[src/rtl/dmf_pkg.sv]
// ============================================================================
// dmf_pkg: shared types and constants of the duplicate message filter
// Holds the ring size, field widths, action codes, the probe and write
// structs that travel along the cell chain, and the control state type.
// ============================================================================
package dmf_pkg;

  localparam int SLOTS  = 64;
  localparam int SLOT_W = (SLOTS > 1) ? $clog2(SLOTS) : 1;

  localparam int ID_W    = 64;
  localparam int NONCE_W = 32;
  localparam int TYPE_W  = 8;
  localparam int LEN_W   = 8;

  localparam logic ACT_INSERT = 1'b0;
  localparam logic ACT_LOOKUP = 1'b1;

  // A search key walking down the chain together with what it found so far.
  typedef struct packed {
    logic               valid;
    logic [ID_W-1:0]    id;
    logic [NONCE_W-1:0] nonce;
    logic               hit;
    logic [TYPE_W-1:0]  kind;
    logic [LEN_W-1:0]   len;
  } probe_t;

  // Write command broadcast to every cell; only the addressed one takes it.
  typedef struct packed {
    logic               en;
    logic [SLOT_W-1:0]  slot;
    logic [ID_W-1:0]    id;
    logic [NONCE_W-1:0] nonce;
    logic [TYPE_W-1:0]  kind;
    logic [LEN_W-1:0]   len;
  } wr_cmd_t;

  typedef enum logic [1:0] {
    ST_IDLE,
    ST_SCAN,
    ST_HOLD
  } ctrl_state_t;

endpackage

[src/rtl/dmf_cell.sv]
// ============================================================================
// dmf_cell: one entry of the duplicate filter ring
// Stores one entry and compares the probe passing through it, registering the
// probe before handing it on to the next cell.
// ============================================================================
module dmf_cell
  import dmf_pkg::*;
(
  input  logic              clk,
  input  logic              rst_n,
  input  logic [SLOT_W-1:0] slot_idx,
  input  wr_cmd_t           wr,
  input  probe_t            probe_in,
  output probe_t            probe_out
);

  logic               valid_r;
  logic [ID_W-1:0]    id_r;
  logic [NONCE_W-1:0] nonce_r;
  logic [TYPE_W-1:0]  kind_r;
  logic [LEN_W-1:0]   len_r;
  probe_t             probe_r;
  probe_t             probe_nxt;
  logic               match;

  assign match = valid_r && (id_r == probe_in.id) && (nonce_r == probe_in.nonce);

  always_comb begin
    probe_nxt = probe_in;
    if (probe_in.valid && !probe_in.hit && match) begin
      probe_nxt.hit  = 1'b1;
      probe_nxt.kind = kind_r;
      probe_nxt.len  = len_r;
    end
  end

  // Only the valid bits are reset; the entry and probe payload are don't-care
  // until their valid bit is set.
  always_ff @(posedge clk) begin
    probe_r.id    <= probe_nxt.id;
    probe_r.nonce <= probe_nxt.nonce;
    probe_r.hit   <= probe_nxt.hit;
    probe_r.kind  <= probe_nxt.kind;
    probe_r.len   <= probe_nxt.len;
    if (wr.en && (wr.slot == slot_idx)) begin
      id_r    <= wr.id;
      nonce_r <= wr.nonce;
      kind_r  <= wr.kind;
      len_r   <= wr.len;
    end
    if (!rst_n) begin
      valid_r       <= 1'b0;
      probe_r.valid <= 1'b0;
    end else begin
      probe_r.valid <= probe_nxt.valid;
      if (wr.en && (wr.slot == slot_idx)) begin
        valid_r <= 1'b1;
      end
    end
  end

  assign probe_out = probe_r;

endmodule

[config.mk]
export PLATFORM = sky130hd
export DESIGN_NAME = dmf_cell
export DESIGN_NICKNAME = d
export VERILOG_FILES = /design/src/rtl/dmf_pkg.sv /design/src/rtl/dmf_cell.sv
export SDC_FILE = /design/constraint.sdc
export NUM_CORES = 1
export LEC_CHECK = 0
export BUFFER_PORTS_ARGS = -buffer_cell sky130_fd_sc_hd__buf_4
export CAP_MARGIN = 10
export CORE_AREA = 2 2 140 142
export DETAILED_ROUTE_END_ITERATION = 10
export DIE_AREA = 0 0 142 144
export PLACE_DENSITY = 0.67
export SYNTH_ARGS = -nofsm -noshare
export SYNTH_HDL_FRONTEND = slang
export SYNTH_SLANG_ARGS = --single-unit
[constraint.sdc]
create_clock -name clk -period 18.9 [get_ports clk]
set_input_delay 3.78 -clock clk [delete_from_list [all_inputs] [get_ports clk]]
set_output_delay 3.78 -clock clk [all_outputs]
set_load 0.005 [all_outputs]
==> qor.txt, run 1 <==
========================================================================================
Total of warnings raised by yosys                                                      0
Via density per instance                                                           4.389
Resized Gates After CTS                                                                0
Leading cell type in the layout, fill and taps excluded                            buf_4
Number of search-and-repair iterations in the first detailed-routing pass              4
Number of global-route vias before repair                                          4,895
Static Leak                                                                     4.539 nW
Slew margin rel.                                                                  51.08%
Number of instances in the placed design                                             978
Pins Over Slew Limit                                                                   0
Number of cell rows                                                                   51
Dpl hpwl                                                                       13,360 um
CTS tree                                                                           built
CTS clock-pin slew for the worst setup and hold paths                              60 ps
Register-to-register path setup slack                                          16,170 ps
Synth Cell Area                                                               7005 sq um
Final Hold Violating Endpoints                                                         0
Net count of the finished layout                                                   1,008
Hold bufs inserted after CTS                                                           0
Fraction of layout cells with a size suffix above 1                               52.23%
Postcts setup bufs                                                                     0
Biggest fanout along the worst timing path                                            17
Kind of start point of the critical path                                       input pin
#FFs+latches synth                                                                   227
Clock Sinks                                                                          227
Final number of setup-violating endpoints                                              0
Total via count in the routed design                                               4,490
Count of maximum capacitance violations                                                0
Area growth from synthesis to layout                                              53.40%
Final antenna diode count                                                              0
Share of the clock period used by the worst path after layout                     30.35%
Total Routed Length                                                            17,150 um
Result of the run                                                              completed
Pin count of the biggest net entering global routing                                  60
Overall die height                                                                144 um
Mean cell area of the mapped netlist                                         18.20 sq um
Clock skew after layout                                                         13.19 ps
Number of buffers created by CTS                                                      25
WL per Instance                                                                 16.77 um
Highest achievable clock rate                                                 0.1743 GHz
Peak per-stage delay on the critical path                                         570 ps
Initial antenna violation count                                                        0
Tightest Pin Transition                                                         733.8 ps
Fill cell instance count of the final layout                                       1,539
Post-route ant nets                                                                    0
I/O pin count                                                                        355
Final weighted congestion in routability-driven placement                         0.7603
Synthesized net count                                                                626
Unrepaired setup endpoints after global routing                                       no
Core outline area                                                           19,080 sq um
IR drop worst, VDD                                                            0.06741 mV
CTS H-tree lvls                                                                        1
Final critical path time including I/O delays and setup                          5737 ps
Most common cell type on the critical path                                        nor4_1
Library cells used by synthesis                                                       16
Number of DRC violations after detailed routing                                        0
Data required time at the worst endpoint                                       19,290 ps
CP top delay family                                                         simple AND/OR/NAND/NOR gates
Insertion delay to the later sink of the worst-skew pair                          510 ps
Worst min path class                                                        flip-flop to flip-flop
Wire length of the first global-routing pass                                   24,700 um
Final cell count without fillers                                                   1,023
Total die area                                                              20,450 sq um
Element type at the critical path end                                          flip-flop
Setup TNS                                                                           0 ps
Die W                                                                             142 um
CTS max path bufs                                                                      3
Initial standard-cell utilization of the core                                     36.72%
Count of mapped cells out of synthesis                                               385
Critical-path top delay cell                                                      nor4_1
Worst path buffer plus inverter count                                                  1
Startpoint-to-endpoint class of the critical path                           input pin to flip-flop
Overall routing resource usage                                                    15.85%
GR Overflow Total                                                                      0
Power density over cell area                                                99.77 nW/um^2
Critical path data arrival time                                                  6130 ps
Commonest non-fill, non-tap cells in the layout                             buf_4 (356), dfxtp_1 (115), edfxtp_1 (112)
Number of buffers added on ports                                                     354
CTS Root Buffer Type                                                           clkbuf_16
Sequential-to-total area share from yosys stat                                    80.87%
Cells along the critical path                                               buf_4 -> xor2_1 -> nor4_1 -> nand4_1 -> nor4_1 -> nand3_2 -> mux2_2
1st-iter DRT viols                                                                   135
========================================================================================
report_power, final:
part | internal, W | switching [W] | total (W) | leakage, nW
clock network | 0.000271 | 0.000184 | 0.000455 | 0.377
logic | 0.0000544 | 0.0000258 | 0.0000802 | 2.18
registers | 0.000532 | 0.00000486 | 0.000537 | 1.98
path summary, 6_finish.rpt:
path                start             to  cells after the start
max reg2reg    nonce_r[6]  probe_out[14]                      6
max          probe_in[23]  probe_out[14]                      7
min             kind_r[3]  probe_out[11]                      1
min reg2reg     kind_r[3]  probe_out[11]                      1
synth_stat cells:
master	instances	share of area (%)
and2_1	1	0.089
edfxtp_1	112	48
nor4_2	1	0.18
dfxtp_1	115	33
or2b_1	1	0.11
nand4_1	10	0.89
buf_6	1	0.16
o21a_1	1	0.11
nand4b_1	1	0.13
nand3_2	1	0.14
xnor2_1	27	3.4
xor2_1	75	9.4
mux2_2	16	2.6
nand3_1	1	0.071
nand2_1	1	0.054
nor4_1	21	1.9
registers in the layout (all words and copies together), names as in the netlist:
name       cells
id_r          64
kind_r         8
len_r          8
nonce_r       32
probe_out    114
valid_r        1
per-stage QoR:
stage | utilization [%] | area, sq um | total power [W] | hold slack [ps] | setup slack (ps)
6_report | 56.33 | 10750 | 0.001072 | 475.0 | 13160
4_1_cts | 56.33 | 10750 | 0.001086 | 475.9 | 13180
2_1_floorplan | - | 7005 | 0.0005623 | 440.9 | 3332
3_3_place_gp | 52.26 | 9971 | 0.0006266 | 452.0 | 12690
3_5_place_dp | 52.26 | 9971 | 0.0006288 | 463.3 | 12650
5_1_grt | 56.33 | 10750 | 0.001115 | 492.5 | 13080
cell type report:
| type | count | area [sq um] | share of cell area, % |
|---|---|---|---|
| multi-input combinational | 157 | 1335 | 12.42 |
| timing repair buffer | 356 | 2673 | 24.87 |
| tap | 238 | 297.8 | 2.771 |
| clock buffer | 37 | 700.7 | 6.520 |
| clock inverter | 8 | 75.07 | 0.6986 |
| sequential | 227 | 5665 | 52.72 |
metal layers:
layer / GRT usage, % / wire (um) / up-vias / share of wire, %
li1: - / - / 2146 / -
met1: 16.40 / 5969 / 2072 / 35
met2: 30.08 / 9112 / 230 / 53
met3: 5.166 / 1568 / 42 / 9.1
met4: 5.368 / 501 / 0 / 2.9
met5: 0 / 0 / - / 0
logic make-up (layout without fill, tap and decap cells):
logic type | count (synthesis) | after routing | share of synthesized area, %
AOI/OAI and AO/OA | 1 | 1 | 0.1072
buffers and inverters | 1 | 401 | 0.1607
DFF | 227 | 227 | 80.87
and+or+nand+nor | 38 | 38 | 3.536
muxes | 16 | 16 | 2.572
xor gates and xnor gates | 102 | 102 | 12.75
No activity file was read; power rests on OpenSTA's default activity.
==> run 2: changes to the inputs <==
--- a/config.mk
+++ b/config.mk
@@ -5,12 +5,13 @@
 export SDC_FILE = /design/constraint.sdc
 export NUM_CORES = 1
 export LEC_CHECK = 0
+export ABC_AREA = 1
 export BUFFER_PORTS_ARGS = -buffer_cell sky130_fd_sc_hd__buf_4
 export CAP_MARGIN = 10
-export CORE_AREA = 2 2 140 142
+export CORE_MARGIN = 1
+export CORE_UTILIZATION = 40
 export DETAILED_ROUTE_END_ITERATION = 10
-export DIE_AREA = 0 0 142 144
-export PLACE_DENSITY = 0.67
+export PLACE_DENSITY = 0.74
 export SYNTH_ARGS = -nofsm -noshare
 export SYNTH_HDL_FRONTEND = slang
 export SYNTH_SLANG_ARGS = --single-unit
==> constraint.sdc (replaced) <==
create_clock -name clk -period 5 [get_ports clk]
set_input_delay 1 -clock clk [delete_from_list [all_inputs] [get_ports clk]]
set_output_delay 1 -clock clk [all_outputs]
set_load 0.005 [all_outputs]
==> qor.txt, run 2 <==
========================================================================================
Fraction of layout cells with a size suffix above 1                               42.28%
Critical path data arrival time                                                  2390 ps
Leading cell types by count after synthesis                                 nand2_1 (123), dfxtp_1 (115), edfxtp_1 (112)
Final Hold Violating Endpoints                                                         0
CTS Root Buffer Type                                                           clkbuf_16
Post-synth EDFFs                                                                     112
Clock skew after layout                                                         18.10 ps
Result of the run                                                              completed
Count of mapped cells out of synthesis                                               543
CTS tree                                                                           built
Initial antenna violation count                                                        0
Number of cell rows                                                                   49
FFs w/ async S/R, synth                                                               0%
Synth Cell Area                                                               7362 sq um
Hold bufs inserted after CTS                                                           0
Highest achievable clock rate                                                 0.4448 GHz
Final weighted congestion in routability-driven placement                         0.7778
Post-layout utilization of the core                                               61.64%
Insertion delay to the later sink of the worst-skew pair                          510 ps
Slew margin rel.                                                                  47.29%
Cell area reported after detailed placement                                 10,310 sq um
Fill cell instance count of the final layout                                       1,442
Worst min path class                                                        flip-flop to flip-flop
Final antenna diode count                                                              0
Final critical path time including I/O delays and setup                          2248 ps
Net count of the finished layout                                                   1,163
Total of warnings raised by yosys                                                      0
Pin count of the biggest net entering global routing                                  63
Overall die height                                                              137.7 um
Postcts setup bufs                                                                     0
Area share of the largest cell type after synthesis                               45.68%
Total via count in the routed design                                               5,113
Finished Cell Area                                                          11,110 sq um
Footprint of the flip-flops and latches                                       5665 sq um
Biggest fanout along the worst timing path                                            62
Wire length of the first global-routing pass                                   25,320 um
Initial standard-cell utilization of the core                                     40.84%
Startpoint-to-endpoint class of the critical path                           input pin to flip-flop
Die W                                                                           137.7 um
I/O pin count                                                                        355
CTS max path bufs                                                                      3
WL per Instance                                                                 15.25 um
Number of flip-flops in the largest register                                         114
Tightest Pin Transition                                                         790.7 ps
Via density per instance                                                           4.378
Total Routed Length                                                            17,810 um
Dpl hpwl                                                                       13,710 um
Share of the clock period used by the worst path after layout                     44.97%
Post-route ant nets                                                                    0
Number of buffers created by CTS                                                      24
Multi-input logic area                                                        1554 sq um
IR drop worst, VDD                                                             0.4124 mV
Element type at the critical path end                                          flip-flop
Sequential-to-total area share from yosys stat                                    76.95%
Resized Gates After CTS                                                                0
Clock Sinks                                                                          227
Static Leak                                                                     4.885 nW
Number of buffers added on ports                                                     354
Data required time at the worst endpoint                                         5140 ps
Synthesized net count                                                                784
Mean cell area of the mapped netlist                                         13.56 sq um
CTS clock-pin slew for the worst setup and hold paths                              60 ps
Number of DRC violations after detailed routing                                        0
Core outline area                                                           18,020 sq um
Count leader, synth                                                              nand2_1
Ys flop type                                                                     dfxtp_1
Overall routing resource usage                                                    17.88%
#FFs+latches synth                                                                   227
Number of search-and-repair iterations in the first detailed-routing pass              4
Cell taking the most area after synthesis                                       edfxtp_1
Kind of start point of the critical path                                       input pin
Count of maximum capacitance violations                                                0
Library cells used by synthesis                                                       20
Unrepaired setup endpoints after global routing                                       no
Power density over cell area                                                372.4 nW/um^2
CTS H-tree lvls                                                                        1
Area contributors post-synth                                                edfxtp_1 (46%), dfxtp_1 (31%), xnor2_1 (7.6%)
GR Overflow Total                                                                      0
Commonest non-fill, non-tap cells in the layout                             buf_4 (356), nand2_1 (123), dfxtp_1 (115)
Area growth from synthesis to layout                                              50.92%
Leading cell type in the layout, fill and taps excluded                            buf_4
Number of global-route vias before repair                                          5,100
Pins Over Slew Limit                                                                   0
1st-iter DRT viols                                                                   130
Total die area                                                              18,950 sq um
Final number of setup-violating endpoints                                              0
========================================================================================
-- run 2: changes by cell type in the layout (fill, tap and decap cells not counted), moves of 9 or more --
cell	before	now
nand2_1	1	123
nor4_1	20	0
nand4_1	10	1
mux2_2	16	0
nor2_1	0	40
xor2_1	75	18
xnor2_1	27	64
nand3_1	1	17
inv_1	0	32
-- run 2: cell type report --
cell class / count / share of cell area (%)
repair buffers: 356 / 24.05
clock inverters: 9 / 1.182
inverters: 33 / 1.182
flip-flops and latches: 227 / 50.99
clock buffers: 34 / 6.025
well taps: 229 / 2.579
multi-input cells: 280 / 13.99
-- run 2: worst paths after layout --
path                from       endpoint  slack (ps)  cells past startpoint
max reg2reg  nonce_r[23]   probe_out[2]        3030                     10
min reg2reg    kind_r[2]  probe_out[10]         480                      2
min            kind_r[2]  probe_out[10]         480                      2
max          slot_idx[2]       id_r[45]        2750                      6
-- run 2: layer usage --
metal  routed length (um)  part of all wire, %  global-route usage (%)  up-vias
li1                     -                    -                       -     2525
met3                 1769                  9.9                   5.482       35
met4                  362                  2.0                   5.189        0
met5                    0                    0                       0        -
met1                 6009                   34                   18.15     2319
met2                 9667                   54                   34.59      234
-- run 2: per-stage QoR --
step,setup TNS (ps),setup slack (ps),std cells,hold WS [ps],power (W)
after global placement,0,2222,1125,459.0,0.002393
after detailed placement,0,2217,1125,465.6,0.002401
final,0,2752,1168,481.2,0.004138
after global routing,0,2593,1168,508.9,0.004291
after CTS,0,2754,1168,480.5,0.004195
after floorplan,-43370,-385.1,543,448.9,0.002148
-- run 2: logic make-up after synthesis --
group,share of synthesized area [%]
DFF,76.95
and+or+nand+nor,10.60
xor gates and xnor gates,9.755
buffers and inverters,2.141
AOI/OAI and AO/OA,0.5439
-- run 2: worst max-delay path, cell delays in order --
cell and delay [ps]:
buf_4 110, xor2_1 150, nor2_1 80, nand4_1 150, nor4_4 190, buf_4 650
-- run 2: power by group --
| part | switching, W | internal, W | leakage (nW) | total (W) |
|---|---|---|---|---|
| Sequential | 0.0000191 | 0.00201 | 1.98 | 0.00203 |
| Clock | 0.000691 | 0.00109 | 0.385 | 0.00178 |
| Combinational | 0.000111 | 0.000213 | 2.52 | 0.000324 |
| Total | 0.000821 | 0.00332 | 4.89 | 0.00414 |
